$ cat src/rtl/strided_dma_chunk_generator_macros.svh
// Assertion helpers shared by the RTL files.
`ifndef STRIDED_DMA_CHUNK_GENERATOR_MACROS_SVH
`define STRIDED_DMA_CHUNK_GENERATOR_MACROS_SVH

// Checked only while out of reset.
`define SDCG_ASSERT(label, clk, rst_n, prop, msg) \
    label: assert property (@(posedge clk) disable iff (!(rst_n)) (prop)) else $error(msg);

// Checked at every edge, reset included.
`define SDCG_ASSERT_ALWAYS(label, clk, prop, msg) \
    label: assert property (@(posedge clk) (prop)) else $error(msg);

`endif

$ cat src/rtl/sdcg_pkg.sv
package sdcg_pkg;

    localparam int DEF_ADDR_WIDTH     = 32;
    localparam int DEF_MAX_FLIT_BYTES = 64;

    localparam int OP_W      = 2;
    localparam int ROW_W     = 16;
    localparam int STRIDE_W  = 32;
    localparam int COUNT_W   = 8;
    localparam int FLIT_CFG_W = 7;
    localparam int STATUS_W  = 4;
    localparam int KIND_W    = 2;

    localparam int CFG_IDX_W  = 2;
    localparam int CFG_DATA_W = 8;

    localparam logic [FLIT_CFG_W-1:0] FLIT_RESET     = 7'd64;
    localparam logic [COUNT_W-1:0]    INFLIGHT_RESET = 8'd16;
    localparam logic [COUNT_W-1:0]    SETUP_RESET    = 8'd0;

    typedef enum logic [CFG_IDX_W-1:0] {
        CFG_FLIT_BYTES   = 2'd0,
        CFG_MAX_INFLIGHT = 2'd1,
        CFG_SETUP_STEPS  = 2'd2,
        CFG_UNUSED       = 2'd3
    } t_cfg_idx;

    typedef enum logic [OP_W-1:0] {
        OP_LOAD = 2'd0,
        OP_STEP = 2'd1,
        OP_DONE = 2'd2,
        OP_RSVD = 2'd3
    } t_op;

    typedef enum logic [STATUS_W-1:0] {
        ST_LOADED    = 4'd0,
        ST_CHUNK     = 4'd1,
        ST_SETUP     = 4'd2,
        ST_STALL     = 4'd3,
        ST_IDLE      = 4'd4,
        ST_EMPTY     = 4'd5,
        ST_NO_LOCAL  = 4'd6,
        ST_DONE_OK   = 4'd7,
        ST_UNDERFLOW = 4'd8,
        ST_BUSY      = 4'd9
    } t_status;

    typedef enum logic [KIND_W-1:0] {
        KIND_LOCAL = 2'd0,
        KIND_PUSH  = 2'd1,
        KIND_PULL  = 2'd2
    } t_kind;

endpackage

$ cat src/rtl/sdcg_ifs.sv
interface sdcg_in_if #(
    parameter int ADDR_WIDTH = sdcg_pkg::DEF_ADDR_WIDTH
);
    logic                                valid;
    logic                                ready;
    logic [sdcg_pkg::OP_W-1:0]           op;
    logic [ADDR_WIDTH-1:0]               src_base;
    logic [ADDR_WIDTH-1:0]               dst_base;
    logic [sdcg_pkg::ROW_W-1:0]          row_count;
    logic [sdcg_pkg::ROW_W-1:0]          row_length;
    logic signed [sdcg_pkg::STRIDE_W-1:0] src_step;
    logic signed [sdcg_pkg::STRIDE_W-1:0] dst_step;
    logic                                src_in_dram;
    logic                                dst_in_dram;
    logic                                src_is_own;
    logic                                dst_is_own;

    modport source (
        output valid, op, src_base, dst_base, row_count, row_length, src_step, dst_step,
               src_in_dram, dst_in_dram, src_is_own, dst_is_own,
        input  ready
    );
    modport sink (
        input  valid, op, src_base, dst_base, row_count, row_length, src_step, dst_step,
               src_in_dram, dst_in_dram, src_is_own, dst_is_own,
        output ready
    );
endinterface

interface sdcg_out_if #(
    parameter int ADDR_WIDTH = sdcg_pkg::DEF_ADDR_WIDTH,
    parameter int LEN_W      = 7
);
    logic                            valid;
    logic                            ready;
    logic [sdcg_pkg::STATUS_W-1:0]   status;
    logic [sdcg_pkg::KIND_W-1:0]     chunk_kind;
    logic [ADDR_WIDTH-1:0]           chunk_src;
    logic [ADDR_WIDTH-1:0]           chunk_dst;
    logic [LEN_W-1:0]                chunk_len;
    logic                            last_chunk;
    logic [sdcg_pkg::COUNT_W-1:0]    inflight_now;

    modport source (
        output valid, status, chunk_kind, chunk_src, chunk_dst, chunk_len, last_chunk,
               inflight_now,
        input  ready
    );
    modport sink (
        input  valid, status, chunk_kind, chunk_src, chunk_dst, chunk_len, last_chunk,
               inflight_now,
        output ready
    );
endinterface

interface sdcg_cfg_if;
    logic                              valid;
    logic                              ready;
    logic [sdcg_pkg::CFG_IDX_W-1:0]    index;
    logic [sdcg_pkg::CFG_DATA_W-1:0]   data;

    modport source (output valid, index, data, input ready);
    modport sink (input valid, index, data, output ready);
endinterface

$ cat src/rtl/sdcg_out_buf.sv
`include "strided_dma_chunk_generator_macros.svh"

module sdcg_out_buf #(
    parameter int WIDTH = 1
) (
    input  logic             i_clk,
    input  logic             i_rst_n,
    input  logic             i_push,
    input  logic [WIDTH-1:0] i_data,
    output logic             o_ready,
    output logic             o_valid,
    output logic [WIDTH-1:0] o_data,
    input  logic             i_out_ready
);

    logic             r_head_valid;
    logic             r_skid_valid;
    logic [WIDTH-1:0] r_head_data;
    logic [WIDTH-1:0] r_skid_data;
    logic             w_pop;

    assign w_pop   = r_head_valid & i_out_ready;
    assign o_ready = !r_skid_valid;
    assign o_valid = r_head_valid;
    assign o_data  = r_head_data;

    always_ff @(posedge i_clk) begin
        if (!i_rst_n) begin
            r_head_valid <= 1'b0;
            r_skid_valid <= 1'b0;
        end else if (w_pop) begin
            r_head_valid <= r_skid_valid | i_push;
            r_skid_valid <= 1'b0;
        end else if (i_push) begin
            if (r_head_valid) begin
                r_skid_valid <= 1'b1;
            end else begin
                r_head_valid <= 1'b1;
            end
        end
    end

    always_ff @(posedge i_clk) begin
        if (w_pop) begin
            r_head_data <= r_skid_valid ? r_skid_data : i_data;
        end else if (i_push && !r_head_valid) begin
            r_head_data <= i_data;
        end
        // park the beat while the head is stalled
        if (i_push && r_head_valid && !w_pop) begin
            r_skid_data <= i_data;
        end
    end

    `SDCG_ASSERT(a_skid_needs_head, i_clk, i_rst_n, r_skid_valid |-> r_head_valid, "skid holds a beat behind an empty head")
    `SDCG_ASSERT(a_stall_fills_skid, i_clk, i_rst_n, i_push && r_head_valid && !w_pop |=> r_skid_valid, "stalled push was lost")
    `SDCG_ASSERT(a_drain_empties, i_clk, i_rst_n, w_pop && !r_skid_valid && !i_push |=> !r_head_valid, "head stays valid after last beat left")

endmodule

$ cat src/rtl/strided_dma_chunk_generator.sv
// Two-dimensional strided DMA chunk generator.
//
// i_in carries one op per beat: load a descriptor, step, or a remote chunk
// completion. Every accepted beat yields exactly one result beat on o_out,
// carrying a status code, the chunk fields (zero unless a chunk went out)
// and the remote in-flight count after the op. i_cfg writes flit_bytes (0),
// max_inflight (1) and setup_steps (2); it is always ready and is meant to
// be written only while no descriptor is active.
//
// Each result beat is registered in the output buffer. i_in takes one beat per
// cycle while the buffer has room: each op is resolved in a single pass against the walker
// state, and row start addresses advance by one stride add per row.
// A two-entry output buffer keeps i_in open while one result waits; with a
// stalled receiver, i_in drops ready once both entries are full.
//
// Synchronous active-low reset clears the walker, the in-flight count and
// the output buffer, and loads the configuration defaults (64, 16, 0).
`include "strided_dma_chunk_generator_macros.svh"

module strided_dma_chunk_generator #(
    parameter int ADDR_WIDTH     = sdcg_pkg::DEF_ADDR_WIDTH,
    parameter int MAX_FLIT_BYTES = sdcg_pkg::DEF_MAX_FLIT_BYTES
) (
    input  logic          i_clk,
    input  logic          i_rst_n,
    sdcg_in_if.sink       i_in,
    sdcg_out_if.source    o_out,
    sdcg_cfg_if.sink      i_cfg
);

    localparam int FLW   = $clog2(MAX_FLIT_BYTES + 1);
    localparam int CMP_W = (FLW > sdcg_pkg::FLIT_CFG_W) ? FLW : sdcg_pkg::FLIT_CFG_W;
    localparam int RES_W = sdcg_pkg::STATUS_W + sdcg_pkg::KIND_W + 2 * ADDR_WIDTH + FLW + 1
                         + sdcg_pkg::COUNT_W;

    // configuration
    logic [sdcg_pkg::FLIT_CFG_W-1:0] r_flit_cfg;
    logic [sdcg_pkg::COUNT_W-1:0]    r_max_inflight;
    logic [sdcg_pkg::COUNT_W-1:0]    r_setup_steps;

    // walker state
    logic                             r_busy;
    logic [sdcg_pkg::COUNT_W-1:0]     r_setup_left;
    logic [ADDR_WIDTH-1:0]            r_src_row;
    logic [ADDR_WIDTH-1:0]            r_dst_row;
    logic [sdcg_pkg::ROW_W-1:0]       r_rows_total;
    logic [sdcg_pkg::ROW_W-1:0]       r_row_size;
    logic signed [sdcg_pkg::STRIDE_W-1:0] r_src_stride;
    logic signed [sdcg_pkg::STRIDE_W-1:0] r_dst_stride;
    logic                             r_src_dram;
    logic                             r_dst_dram;
    logic                             r_src_own;
    logic                             r_dst_own;
    logic [sdcg_pkg::ROW_W-1:0]       r_row_index;
    logic [sdcg_pkg::ROW_W-1:0]       r_row_offset;
    logic [sdcg_pkg::COUNT_W-1:0]     r_inflight;

    logic                             n_busy;
    logic [sdcg_pkg::COUNT_W-1:0]     n_setup_left;
    logic [ADDR_WIDTH-1:0]            n_src_row;
    logic [ADDR_WIDTH-1:0]            n_dst_row;
    logic [sdcg_pkg::ROW_W-1:0]       n_row_index;
    logic [sdcg_pkg::ROW_W-1:0]       n_row_offset;
    logic [sdcg_pkg::COUNT_W-1:0]     n_inflight;
    logic                             n_load;

    // chunk datapath
    logic [CMP_W-1:0]                 w_flit_capped;
    logic [FLW-1:0]                   w_flit;
    logic [FLW-1:0]                   w_flit_mask;
    logic [ADDR_WIDTH-1:0]            w_src;
    logic [ADDR_WIDTH-1:0]            w_dst;
    logic [sdcg_pkg::ROW_W-1:0]       w_remain;
    logic [FLW-1:0]                   w_len_row;
    logic [FLW-1:0]                   w_src_room;
    logic [FLW-1:0]                   w_dst_room;
    logic [FLW-1:0]                   w_len_src;
    logic [FLW-1:0]                   w_len;
    logic [sdcg_pkg::ROW_W-1:0]       w_off_next;
    logic [sdcg_pkg::ROW_W-1:0]       w_idx_next;
    logic                             w_row_done;
    sdcg_pkg::t_kind                  w_kind;
    logic                             w_stall;

    // result
    sdcg_pkg::t_status                w_res_status;
    sdcg_pkg::t_kind                  w_res_kind;
    logic [ADDR_WIDTH-1:0]            w_res_src;
    logic [ADDR_WIDTH-1:0]            w_res_dst;
    logic [FLW-1:0]                   w_res_len;
    logic                             w_res_last;
    logic [RES_W-1:0]                 w_res_data;
    logic [RES_W-1:0]                 w_out_data;

    logic                             w_accept;
    logic                             w_in_ready;

    assign i_cfg.ready = 1'b1;
    assign i_in.ready  = w_in_ready;
    assign w_accept    = i_in.valid & w_in_ready;

    always_ff @(posedge i_clk) begin
        if (!i_rst_n) begin
            r_flit_cfg     <= sdcg_pkg::FLIT_RESET;
            r_max_inflight <= sdcg_pkg::INFLIGHT_RESET;
            r_setup_steps  <= sdcg_pkg::SETUP_RESET;
        end else if (i_cfg.valid) begin
            unique case (sdcg_pkg::t_cfg_idx'(i_cfg.index))
                sdcg_pkg::CFG_FLIT_BYTES:   r_flit_cfg     <= i_cfg.data[sdcg_pkg::FLIT_CFG_W-1:0];
                sdcg_pkg::CFG_MAX_INFLIGHT: r_max_inflight <= i_cfg.data;
                sdcg_pkg::CFG_SETUP_STEPS:  r_setup_steps  <= i_cfg.data;
                default: ;
            endcase
        end
    end

    // flit size: clamp to the maximum, then round down to a power of two
    always_comb begin
        w_flit_capped = (CMP_W'(r_flit_cfg) > CMP_W'(MAX_FLIT_BYTES))
                      ? CMP_W'(MAX_FLIT_BYTES) : CMP_W'(r_flit_cfg);
        w_flit = FLW'(1);
        for (int i = 0; i < CMP_W; i++) begin
            if (w_flit_capped[i]) begin
                w_flit = FLW'(1) << i;
            end
        end
    end

    assign w_flit_mask = w_flit - FLW'(1);
    assign w_src       = r_src_row + ADDR_WIDTH'(r_row_offset);
    assign w_dst       = r_dst_row + ADDR_WIDTH'(r_row_offset);
    assign w_remain    = r_row_size - r_row_offset;
    assign w_len_row   = (w_remain > sdcg_pkg::ROW_W'(w_flit)) ? w_flit : w_remain[FLW-1:0];
    assign w_src_room  = w_flit - (w_src[FLW-1:0] & w_flit_mask);
    assign w_dst_room  = w_flit - (w_dst[FLW-1:0] & w_flit_mask);
    assign w_len_src   = (r_src_dram && w_src_room < w_len_row) ? w_src_room : w_len_row;
    assign w_len       = (r_dst_dram && w_dst_room < w_len_src) ? w_dst_room : w_len_src;
    assign w_off_next  = r_row_offset + sdcg_pkg::ROW_W'(w_len);
    assign w_idx_next  = r_row_index + sdcg_pkg::ROW_W'(1);
    assign w_row_done  = (w_off_next == r_row_size);

    always_comb begin
        if (r_src_own && r_dst_own) begin
            w_kind = sdcg_pkg::KIND_LOCAL;
        end else if (r_src_own) begin
            w_kind = sdcg_pkg::KIND_PUSH;
        end else begin
            w_kind = sdcg_pkg::KIND_PULL;
        end
    end

    assign w_stall = (w_kind != sdcg_pkg::KIND_LOCAL) && (r_inflight >= r_max_inflight);

    always_comb begin
        n_busy       = r_busy;
        n_setup_left = r_setup_left;
        n_src_row    = r_src_row;
        n_dst_row    = r_dst_row;
        n_row_index  = r_row_index;
        n_row_offset = r_row_offset;
        n_inflight   = r_inflight;
        n_load       = 1'b0;
        w_res_status = sdcg_pkg::ST_IDLE;
        w_res_kind   = sdcg_pkg::KIND_LOCAL;
        w_res_src    = '0;
        w_res_dst    = '0;
        w_res_len    = '0;
        w_res_last   = 1'b0;
        unique case (sdcg_pkg::t_op'(i_in.op))
            sdcg_pkg::OP_LOAD: begin
                if (r_busy) begin
                    w_res_status = sdcg_pkg::ST_BUSY;
                end else if (i_in.row_count == '0 || i_in.row_length == '0) begin
                    w_res_status = sdcg_pkg::ST_EMPTY;
                end else if (!i_in.src_is_own && !i_in.dst_is_own) begin
                    w_res_status = sdcg_pkg::ST_NO_LOCAL;
                end else begin
                    n_load       = 1'b1;
                    n_busy       = 1'b1;
                    n_setup_left = r_setup_steps;
                    n_src_row    = i_in.src_base;
                    n_dst_row    = i_in.dst_base;
                    n_row_index  = '0;
                    n_row_offset = '0;
                    w_res_status = sdcg_pkg::ST_LOADED;
                end
            end
            sdcg_pkg::OP_STEP: begin
                if (!r_busy) begin
                    w_res_status = sdcg_pkg::ST_IDLE;
                end else if (r_setup_left != '0) begin
                    n_setup_left = r_setup_left - sdcg_pkg::COUNT_W'(1);
                    w_res_status = sdcg_pkg::ST_SETUP;
                end else if (w_stall) begin
                    w_res_status = sdcg_pkg::ST_STALL;
                end else begin
                    if (w_kind != sdcg_pkg::KIND_LOCAL) begin
                        n_inflight = r_inflight + sdcg_pkg::COUNT_W'(1);
                    end
                    if (w_row_done) begin
                        // advance to the next row start
                        n_row_offset = '0;
                        n_row_index  = w_idx_next;
                        n_src_row    = r_src_row + ADDR_WIDTH'(r_src_stride);
                        n_dst_row    = r_dst_row + ADDR_WIDTH'(r_dst_stride);
                        if (w_idx_next == r_rows_total) begin
                            w_res_last = 1'b1;
                            n_busy     = 1'b0;
                        end
                    end else begin
                        n_row_offset = w_off_next;
                    end
                    w_res_status = sdcg_pkg::ST_CHUNK;
                    w_res_kind   = w_kind;
                    w_res_src    = w_src;
                    w_res_dst    = w_dst;
                    w_res_len    = w_len;
                end
            end
            sdcg_pkg::OP_DONE: begin
                if (r_inflight == '0) begin
                    w_res_status = sdcg_pkg::ST_UNDERFLOW;
                end else begin
                    n_inflight   = r_inflight - sdcg_pkg::COUNT_W'(1);
                    w_res_status = sdcg_pkg::ST_DONE_OK;
                end
            end
            sdcg_pkg::OP_RSVD: begin
                w_res_status = sdcg_pkg::ST_IDLE;
            end
        endcase
    end

    always_ff @(posedge i_clk) begin
        if (!i_rst_n) begin
            r_busy       <= 1'b0;
            r_setup_left <= '0;
            r_row_index  <= '0;
            r_row_offset <= '0;
            r_inflight   <= '0;
        end else if (w_accept) begin
            r_busy       <= n_busy;
            r_setup_left <= n_setup_left;
            r_row_index  <= n_row_index;
            r_row_offset <= n_row_offset;
            r_inflight   <= n_inflight;
        end
    end

    always_ff @(posedge i_clk) begin
        if (w_accept) begin
            r_src_row <= n_src_row;
            r_dst_row <= n_dst_row;
        end
        if (w_accept && n_load) begin
            r_rows_total <= i_in.row_count;
            r_row_size   <= i_in.row_length;
            r_src_stride <= i_in.src_step;
            r_dst_stride <= i_in.dst_step;
            r_src_dram   <= i_in.src_in_dram;
            r_dst_dram   <= i_in.dst_in_dram;
            r_src_own    <= i_in.src_is_own;
            r_dst_own    <= i_in.dst_is_own;
        end
    end

    assign w_res_data = {w_res_status, w_res_kind, w_res_src, w_res_dst, w_res_len, w_res_last,
                         n_inflight};

    sdcg_out_buf #(
        .WIDTH (RES_W)
    ) u_out_buf (
        .i_clk       (i_clk),
        .i_rst_n     (i_rst_n),
        .i_push      (w_accept),
        .i_data      (w_res_data),
        .o_ready     (w_in_ready),
        .o_valid     (o_out.valid),
        .o_data      (w_out_data),
        .i_out_ready (o_out.ready)
    );

    assign {o_out.status, o_out.chunk_kind, o_out.chunk_src, o_out.chunk_dst, o_out.chunk_len,
            o_out.last_chunk, o_out.inflight_now} = w_out_data;

    `SDCG_ASSERT(a_busy_ends_on_last, i_clk, i_rst_n, $fell(r_busy) |-> $past(w_accept && w_res_last), "descriptor ended without a last chunk")
    `SDCG_ASSERT(a_offset_in_row, i_clk, i_rst_n, r_busy |-> (r_row_offset < r_row_size), "row offset ran past the row")
    `SDCG_ASSERT(a_inflight_moves_on_beat, i_clk, i_rst_n, !$stable(r_inflight) |-> $past(w_accept), "in-flight count moved without a beat")

endmodule

$ cat src/flat_wrapper.sv
// flat-port wrapper written by rule: the top's interface ports become plain ports
module strided_dma_chunk_generator_flat 
#(
    parameter int ADDR_WIDTH     = sdcg_pkg::DEF_ADDR_WIDTH,
    parameter int MAX_FLIT_BYTES = sdcg_pkg::DEF_MAX_FLIT_BYTES
)
  (i_clk, i_rst_n, i_in_valid, i_in_op, i_in_src_base, i_in_dst_base, i_in_row_count, i_in_row_length, i_in_src_step, i_in_dst_step, i_in_src_in_dram, i_in_dst_in_dram, i_in_src_is_own, i_in_dst_is_own, i_in_ready, o_out_valid, o_out_status, o_out_chunk_kind, o_out_chunk_src, o_out_chunk_dst, o_out_chunk_len, o_out_last_chunk, o_out_inflight_now, o_out_ready, i_cfg_valid, i_cfg_index, i_cfg_data, i_cfg_ready);
  sdcg_in_if #(.ADDR_WIDTH(ADDR_WIDTH)) i_in_i ();
  sdcg_out_if #(.ADDR_WIDTH(ADDR_WIDTH)) o_out_i ();
  sdcg_cfg_if i_cfg_i ();
  input  logic i_clk;
  input  logic i_rst_n;
  input wire logic [$bits(i_in_i.valid)-1:0] i_in_valid;
  input wire logic [$bits(i_in_i.op)-1:0] i_in_op;
  input wire logic [$bits(i_in_i.src_base)-1:0] i_in_src_base;
  input wire logic [$bits(i_in_i.dst_base)-1:0] i_in_dst_base;
  input wire logic [$bits(i_in_i.row_count)-1:0] i_in_row_count;
  input wire logic [$bits(i_in_i.row_length)-1:0] i_in_row_length;
  input wire logic [$bits(i_in_i.src_step)-1:0] i_in_src_step;
  input wire logic [$bits(i_in_i.dst_step)-1:0] i_in_dst_step;
  input wire logic [$bits(i_in_i.src_in_dram)-1:0] i_in_src_in_dram;
  input wire logic [$bits(i_in_i.dst_in_dram)-1:0] i_in_dst_in_dram;
  input wire logic [$bits(i_in_i.src_is_own)-1:0] i_in_src_is_own;
  input wire logic [$bits(i_in_i.dst_is_own)-1:0] i_in_dst_is_own;
  output wire logic [$bits(i_in_i.ready)-1:0] i_in_ready;
  output wire logic [$bits(o_out_i.valid)-1:0] o_out_valid;
  output wire logic [$bits(o_out_i.status)-1:0] o_out_status;
  output wire logic [$bits(o_out_i.chunk_kind)-1:0] o_out_chunk_kind;
  output wire logic [$bits(o_out_i.chunk_src)-1:0] o_out_chunk_src;
  output wire logic [$bits(o_out_i.chunk_dst)-1:0] o_out_chunk_dst;
  output wire logic [$bits(o_out_i.chunk_len)-1:0] o_out_chunk_len;
  output wire logic [$bits(o_out_i.last_chunk)-1:0] o_out_last_chunk;
  output wire logic [$bits(o_out_i.inflight_now)-1:0] o_out_inflight_now;
  input wire logic [$bits(o_out_i.ready)-1:0] o_out_ready;
  input wire logic [$bits(i_cfg_i.valid)-1:0] i_cfg_valid;
  input wire logic [$bits(i_cfg_i.index)-1:0] i_cfg_index;
  input wire logic [$bits(i_cfg_i.data)-1:0] i_cfg_data;
  output wire logic [$bits(i_cfg_i.ready)-1:0] i_cfg_ready;
  assign i_in_i.valid = i_in_valid;
  assign i_in_i.op = i_in_op;
  assign i_in_i.src_base = i_in_src_base;
  assign i_in_i.dst_base = i_in_dst_base;
  assign i_in_i.row_count = i_in_row_count;
  assign i_in_i.row_length = i_in_row_length;
  assign i_in_i.src_step = i_in_src_step;
  assign i_in_i.dst_step = i_in_dst_step;
  assign i_in_i.src_in_dram = i_in_src_in_dram;
  assign i_in_i.dst_in_dram = i_in_dst_in_dram;
  assign i_in_i.src_is_own = i_in_src_is_own;
  assign i_in_i.dst_is_own = i_in_dst_is_own;
  assign i_in_ready = i_in_i.ready;
  assign o_out_valid = o_out_i.valid;
  assign o_out_status = o_out_i.status;
  assign o_out_chunk_kind = o_out_i.chunk_kind;
  assign o_out_chunk_src = o_out_i.chunk_src;
  assign o_out_chunk_dst = o_out_i.chunk_dst;
  assign o_out_chunk_len = o_out_i.chunk_len;
  assign o_out_last_chunk = o_out_i.last_chunk;
  assign o_out_inflight_now = o_out_i.inflight_now;
  assign o_out_i.ready = o_out_ready;
  assign i_cfg_i.valid = i_cfg_valid;
  assign i_cfg_i.index = i_cfg_index;
  assign i_cfg_i.data = i_cfg_data;
  assign i_cfg_ready = i_cfg_i.ready;
  strided_dma_chunk_generator #(.ADDR_WIDTH(ADDR_WIDTH), .MAX_FLIT_BYTES(MAX_FLIT_BYTES)) u_core (.i_clk(i_clk), .i_rst_n(i_rst_n), .i_in(i_in_i), .o_out(o_out_i), .i_cfg(i_cfg_i));
endmodule
$ cat config.mk
export PLATFORM = sky130hd
export DESIGN_NAME = strided_dma_chunk_generator_flat
export DESIGN_NICKNAME = d
export VERILOG_FILES = /design/src/rtl/sdcg_pkg.sv /design/src/rtl/sdcg_ifs.sv /design/src/rtl/sdcg_out_buf.sv /design/src/rtl/strided_dma_chunk_generator.sv /design/src/flat_wrapper.sv
export VERILOG_INCLUDE_DIRS = /design/src /design/src/rtl
export SDC_FILE = /design/constraint.sdc
export NUM_CORES = 1
export LEC_CHECK = 0
export BUFFER_PORTS_ARGS = -buffer_cell sky130_fd_sc_hd__buf_2
export CAP_MARGIN = 25
export CORE_UTILIZATION = 45
export CTS_BUF_LIST = sky130_fd_sc_hd__clkbuf_2 sky130_fd_sc_hd__clkbuf_4 sky130_fd_sc_hd__clkbuf_8
export CTS_CLUSTER_DIAMETER = 80
export DETAILED_ROUTE_END_ITERATION = 6
export GPL_TIMING_DRIVEN = 0
export SLEW_MARGIN = 30
export SYNTH_ARGS = -nofsm -noshare
export SYNTH_HDL_FRONTEND = slang
export SYNTH_SLANG_ARGS = --single-unit
$ cat constraint.sdc
create_clock -name i_clk -period 15 [get_ports i_clk]
set_input_delay 4.5 -clock i_clk [delete_from_list [all_inputs] [get_ports i_clk]]
set_output_delay 4.5 -clock i_clk [all_outputs]
set_load 0.02 [all_outputs]
# [After elaboration in Yosys (flattened, before gate mapping)]
# Index checks and enable logic that the tools add are counted.
# Widths: inputs -> output; s select.
[classes] add_sub_neg=13 n_lt_le_gt_ge=5 eq_ne=15 muxes=99 bitwise_logic=6 reduce_logical=34
[op_table] cell="$mux 32" n=22
[op_table] cell="$mux 86" n=3
[op_table] cell="$mux 16" n=11
[op_table] cell="$pmux 32 s2" n=2
[op_table] cell="$mux 8" n=10
[op_table] cell="$add 32x16->32" n=2
[op_table] cell="$add 32x32->32" n=2
[op_table] cell="$pmux 16 s2" n=2
[op_table] cell="$mux 7" n=9
[op_table] cell="$eq 16x16->1" n=2
[op_table] cell="$logic_not 16->1" n=2
[op_table] cell="$pmux 8 s2" n=2
[op_table] cell="$mux 4" n=6
[op_table] cell="$mux 1" n=18
[op_table] cell="$add 16x1->16 const B" n=1
[op_table] cell="$add 16x7->16" n=1
[op_table] cell="$gt 16x7->1" n=1
[op_table] cell="$mux 2" n=8
[op_table] cell="$pmux 4 s4" n=1
[op_table] cell="$sub 16x16->16" n=1
[op_table] cell="$sub 8x1->8 const B" n=2
[op_table] cell="$and 7x7->7" n=2
[op_table] cell="$lt 7x7->1" n=2
[op_table] cell="$sub 7x7->7" n=2
[op_table] cell="other kinds (27)" n=58
[word_totals] register_bits=410 inputBits=181

# [Longest topological paths before layout]
[logic_depth] ltp_word=26 depth_mapped=55 mapped_depth_nobuf=52

# [Hierarchy]
# A second synthesis with hierarchy kept.
[unflattened] cells_unflattened=2379 area_unflattened_um2=25353.1
[modules_own_cells] module="strided_dma_chunk_generator" instances=1 cells_each=2099 area_each_um2=18895.6 seq_area_each_um2=6346.1
[modules_own_cells] module="sdcg_out_buf" instances=1 cells_each=280 area_each_um2=6457.4 seq_area_each_um2=5205.0

# [Least setup slack after synthesis]
# No wires, ideal clock.
[synth_path] path_kind="register to register" startpoint="reg u_core.r_row_offset[1] (netlist name)" endpoint="reg u_core.r_row_index[1] (netlist name)" setup_ps=132 t_arrival_ps=13557 setup_slack_ps=1311 stages_incl_launch_ff=51 synth_period_minus_slack_ps=13689 path_cell_list="dfxtp_1 -> inv_1 -> ha_1 -> nor2b_1 -> o31a_1 -> o21a_1 -> nor2_1 -> xnor2_1 -> ha_1 -> a21o_1 -> a21oi_1 -> a22oi_1 -> or3_1 -> a2111oi_2 -> or4b_4 -> nor3b_1 -> a21oi_1 -> ha_1 -> [... 15 more ...] -> o21a_1 -> o211a_1 -> a2111o_1 -> o211ai_1 -> nand2_1 -> ha_1 -> a21o_1 -> a21oi_1 -> o21ai_0 -> a2111oi_1 -> nor2_1 -> xnor2_1 -> a2111oi_0 -> nand4_1 -> clkbuf_1 -> a21oi_1 -> nand2b_1 -> a21oi_1"
[synth_via] elab_chain_len=13 elab_cells_between_ends=19 cone_classes="add/sub: 6; order compare: 3; eq/ne: 2; mux: 3; bitwise: 2; reduce/logical: 3"
[synth_lines] item="start: declaration" line_no="strided_dma_chunk_generator.sv:55" text="logic [sdcg_pkg::ROW_W-1:0] r_row_offset;"
[synth_lines] item="start signal: assignment" line_no="strided_dma_chunk_generator.sv:245" text="r_row_offset <= n_row_offset;"
[synth_lines] item="$add 32x16->32 / $sub 16x16->16 (equally long branches)" line_no="strided_dma_chunk_generator.sv:130, strided_dma_chunk_generator.sv:132"
[synth_lines] item="$and 7x7->7 / $gt 16x7->1 (equally long branches)" line_no="strided_dma_chunk_generator.sv:134, strided_dma_chunk_generator.sv:133"
[synth_lines] item="$sub 7x7->7 / $mux 7 (equally long branches)" line_no="strided_dma_chunk_generator.sv:134, strided_dma_chunk_generator.sv:133"
[synth_lines] item="$lt 7x7->1" line_no="strided_dma_chunk_generator.sv:136" text="assign w_len_src = (r_src_dram && w_src_room < w_len_row) ? w_src_room : w_len_row;"
[synth_lines] item="$logic_and 1x1->1" line_no="strided_dma_chunk_generator.sv:136"
[synth_lines] item="$mux 7" line_no="strided_dma_chunk_generator.sv:136"
[synth_lines] item="$lt 7x7->1" line_no="strided_dma_chunk_generator.sv:137" text="assign w_len = (r_dst_dram && w_dst_room < w_len_src) ? w_dst_room : w_len_src;"
[synth_lines] item="$logic_and 1x1->1" line_no="strided_dma_chunk_generator.sv:137"
[synth_lines] item="$mux 7" line_no="strided_dma_chunk_generator.sv:137"
[synth_lines] item="$add 16x7->16 *" line_no="strided_dma_chunk_generator.sv:138" text="assign w_off_next = r_row_offset + sdcg_pkg::ROW_W'(w_len);"
[synth_lines] item="$eq 16x16->1 *" line_no="strided_dma_chunk_generator.sv:140" text="assign w_row_done = (w_off_next == r_row_size);"
[synth_lines] item="$ne 2x1->1 (no line) *"
[synth_lines] item="$reduce_and 9->1 (no line) *"
[synth_lines] item="end signal: assignment" line_no="strided_dma_chunk_generator.sv:244" text="r_row_index <= n_row_index;"
[synth_lines] item="end: declaration" line_no="strided_dma_chunk_generator.sv:54" text="logic [sdcg_pkg::ROW_W-1:0] r_row_index;"
# Every way passes the cells marked *; elsewhere a longest branch is shown, timed or not.
# A chain may end at the register's enable or synchronous reset.

# [Final worst setup path]
[layout_path] startpoint="reg u_core.r_row_size[0] (netlist name)" endpoint="reg u_core.r_dst_row[20], enable pin"
[layout_via] elab_chain_len=13
[layout_lines] item="start: declaration" line_no="strided_dma_chunk_generator.sv:47" text="logic [sdcg_pkg::ROW_W-1:0] r_row_size;"
[layout_lines] item="start signal: assignment" line_no="strided_dma_chunk_generator.sv:257" text="r_row_size <= i_in.row_length;"
[layout_lines] item="$sub 16x16->16" line_no="strided_dma_chunk_generator.sv:132" text="assign w_remain = r_row_size - r_row_offset;"
[layout_lines] item="$gt 16x7->1" line_no="strided_dma_chunk_generator.sv:133" text="assign w_len_row = (w_remain > sdcg_pkg::ROW_W'(w_flit)) ? w_flit : w_remain[FLW-1:0];"
[layout_lines] item="$mux 7" line_no="strided_dma_chunk_generator.sv:133"
[layout_lines] item="$lt 7x7->1" line_no="strided_dma_chunk_generator.sv:136"
[layout_lines] item="$logic_and 1x1->1" line_no="strided_dma_chunk_generator.sv:136"
[layout_lines] item="$mux 7" line_no="strided_dma_chunk_generator.sv:136"
[layout_lines] item="$lt 7x7->1" line_no="strided_dma_chunk_generator.sv:137"
[layout_lines] item="$logic_and 1x1->1" line_no="strided_dma_chunk_generator.sv:137"
[layout_lines] item="$mux 7" line_no="strided_dma_chunk_generator.sv:137"
[layout_lines] item="$add 16x7->16" line_no="strided_dma_chunk_generator.sv:138"
[layout_lines] item="$eq 16x16->1 *" line_no="strided_dma_chunk_generator.sv:140"
[layout_lines] item="$ne 2x1->1 (no line) *"
[layout_lines] item="$reduce_and 9->1 (no line) *"
[layout_lines] item="end signal: assignment" line_no="strided_dma_chunk_generator.sv:253" text="r_dst_row <= n_dst_row;"
[layout_lines] item="end: declaration" line_no="strided_dma_chunk_generator.sv:45" text="logic [ADDR_WIDTH-1:0] r_dst_row;"
# Marks and branches as above.

==> results.tsv <==
stage	metric	value	unit
run_status	outcome	finished clean	
global_route	antenna_found_initial	1	
yosys	synthesis.area	0.0244	mm^2
yosys	synth_ff_type	edfxtp_1	
power	irDropWorstVdd	0.0604	mV
timing	fmax	72.5	MHz
worst_setup_path	worstSetupEndpointType	flip-flop	
route	first_pass_iters	5	
timing	rsz0062_at_grt	no	
route	detail-route-antenna-nets	0	
worst_hold_path	min_path_cells	2	
floorplan	die_area	0.0551	mm^2
layout	drive_gt1_share	19.4	%
power	p_total	2.83	mW
floorplan	initial_core_util	45.9	%
worst_setup_path	rr_worst_depth	53	
layout	diodes	0	
route	post_drt_wl_per_cell	21.3	um
layout	post-route-util	53.9	%
route	via_count	19744	
timing	fin_crit_sh	92.0	%
yosys	synth.avg_cell_area	10.4	um^2
global_route	track_usage	26.4	%
yosys	synth_area_leader_cell	edfxtp_1	
worst_setup_path	crit_path_top_delay_cell	or4b_4	
yosys	synth.most_common_cell	edfxtp_1	
worst_setup_path	cp.arrival	14.15	ns
timing	fin_ws	1.20	ns
timing	setup_tns	0	ns
yosys	synth_edf_count	336	
worst_setup_path	crit_type	flip-flop to flip-flop	
yosys	async_reset_ff_share	0	%
clock_network	post_cts_resize_count	0	
timing	min_period	13.80	ns
worst_setup_path	cp.required	15.36	ns
yosys	seq_area_frac_synth	47.4	%
clock_network	cts_setup_buffers	0	
clock_network	cts_buffers	74	
yosys	synth_common_cells	336 x edfxtp_1, 208 x nand2_1, 179 x nor2_1, 159 x ha_1, 153 x a21oi_1	
worst_setup_path	r2r_setup_slack	1.20	ns
placed_design	io_buffer_count	268	
layout	fin_nets	3058	
power	power_density	99.1	mW/mm^2
timing	drv_slew	0	
worst_hold_path	hold_end	u_core.r_setup_left[5]	
route	drt_iter0_markers	1428	
timing	worst_slew_margin_rel	39.1	%
global_route	grt_max_degree	47	
worst_setup_path	start_kind	flip-flop	
placed_design	hpwl	56800	um
timing	setup_viol	0	
yosys	synth_seq_cells	409	
clock_network	cts.htree.levels	3	
layout	syn_to_final_growth	17.3	%
worst_hold_path	hold_class	flip-flop to flip-flop	
yosys	synth_area_leaders	edfxtp_1 41%, ha_1 8.2%, dfxtp_1 6.0%, xnor2_1 3.7%, mux2_2 3.4%	
clock_network	clk_pin_slew_worst_paths	0.05	ns
worst_setup_path	reg2reg_from	u_core.r_row_size[0]	
global_route	grt-ovfl-total	0	
clock_network	cts_sinks	409	
worst_setup_path	r2r-end	u_core.r_dst_row[20]	
placed_design	gp_congestion	0.971	
floorplan	die_h	235	um
floorplan	ios	270	
clock_network	cts_tree	built	
floorplan	rows	84	
worst_setup_path	critPathMaxFanout	17	
clock_network	clk_path_buf_depth	3	
power	p_leak	11.5	nW
floorplan	dieWidth	235	um
worst_hold_path	hp-start	u_core.r_setup_left[5]	
floorplan	core_area	0.0531	mm^2
timing	hold_viol	0	
route	vias_per_cell	5.72	
timing	worstMarginPinSlew	0.908	ns
route	drt-total-wl	73500	um
yosys	synth_nets	2689	
yosys	syn_inst	2343	
worst_setup_path	critPathMaxStageDelay	0.57	ns
clock_network	hold_buffers	0	
clock_network	cts_root_buf	clkbuf_8	
yosys	synth_top_area_share	41.4	%
global_route	grt_pass1_vias	19125	
clock_network	clk_latency	0.68	ns
run	drv_cap	0	
route	drcViolationCount	0	
worst_setup_path	cpMostUsedCell	o21ai_0	
placed_design	dp_slack	1.49	ns
timing	finalClockSkew	0.0416	ns
yosys	yosys.cell_types.count	83	
global_route	grt_pass1_wl	111000	um
yosys	synth_warnings	0	
-- stage by stage --
| step | std cells | hold slack [ns] | cell area, um^2 |
|---|---|---|---|
| finish | 3451 | 0.493 | 28600 |
| global route | 3451 | 0.512 | 28600 |
| CTS | 3451 | 0.487 | 28600 |
| detailed placement | 3324 | 0.479 | 27000 |
| global placement | 3299 | 0.471 | 26600 |
| floorplan | 2343 | 0.450 | 24400 |
-- cell type report --
type | count | area, um^2
Buffer | 79 | 308
Clock buffer | 92 | 1180
Clock inverter | 35 | 385
Fill cell | 4707 | 24500
Inverter | 108 | 405
Multi-Input combinational cell | 1747 | 12200
Sequential cell | 409 | 11600
Tap cell | 688 | 861
Timing Repair Buffer | 293 | 1730
-- worst max-delay path, delay by kind of cell, from the launching register on --
kind / cells / cell delay (ns)
adder cells (fa/ha/maj): 6 / 1.88
XOR/XNOR: 1 / 0.31
buffers and inverters: 8 / 1.61
AND/OR/NAND/NOR: 17 / 4.43
flip-flops: 1 / 0.47
AO/OA/AOI/OAI: 21 / 4.72
-- logic make-up after synthesis --
family | count (synthesis) | share of synthesized area, %
xor gates and xnor gates | 170 | 6.17
muxes | 102 | 4.57
AOI/OAI and AO/OA | 586 | 15.9
and+or+nand+nor | 723 | 14.4
buffers and inverters | 187 | 2.91
adders and majority gates | 165 | 8.66
other | 1 | 0.0154
DFF | 409 | 47.4
-- state kept, by name (all words and copies together) (netlist names), 16 cells and up --
register,count
u_core.r_rows_total,16
u_core.r_dst_row,32
u_core.r_row_index,16
u_core.r_dst_stride,32
u_core.u_out_buf.o_data,86
u_core.r_row_offset,16
u_core.r_src_stride,32
u_core.u_out_buf.r_skid_data,86
u_core.r_src_row,32
u_core.r_row_size,16
-- per-layer routing --
metal,wire length (um),vias to the layer above,part of all wire (%),track usage (%)
li1,-,9470,-,-
met1,34000,9475,46,37.5
met2,32600,687,44,40.7
met3,4540,112,6.2,3.76
met4,2350,0,3.2,10.2
met5,0,-,0,0
-- worst max-delay path by stage --
stage	startpoint	to	cells past startpoint
after floorplan	u_core.r_row_offset[1]	u_core.r_row_index[1]	50
after global placement	u_core.r_row_offset[1]	u_core.r_dst_row[20]	47
after detailed placement	u_core.r_row_offset[1]	u_core.r_dst_row[20]	52
after CTS	u_core.r_row_offset[1]	u_core.r_dst_row[31]	52
after global routing	u_core.r_row_offset[1]	u_core.r_dst_row[31]	52
final	u_core.r_row_size[0]	u_core.r_dst_row[20]	53
-- cells in the final DEF (no fill, tap or decap), types with 13 or more instances in the layout --
cell type	instances
nor2_1	179
o22ai_1	14
a31oi_1	13
ha_1	159
edfxtp_1	336
nand2b_1	21
and3_1	34
and2_1	24
buf_1	14
o21a_1	32
or4_1	15
nand2_1	208
or2_2	15
o211ai_1	15
inv_1	107
a31o_2	13
clkbuf_4	13
o31ai_1	43
nor4_1	15
a21o_1	67
buf_4	13
nor2b_1	26
nor3_1	35
mux2i_1	28
clkbuf_8	79
buf_2	270
xor2_1	65
nand3_1	57
a211oi_1	16
nand4_1	32
o21ai_0	117
mux2_2	74
xnor2_1	104
or3_1	31
dfxtp_1	73
clkbuf_1	58
a21oi_1	152
-- report_power, final --
group	switching (mW)	internal (mW)	leakage, nW
registers	0.0242	1.28	3.85
logic	0.236	0.150	6.79
clock network	0.486	0.659	0.820
total	0.746	2.09	11.5
Power figures use the tool's default switching activity.
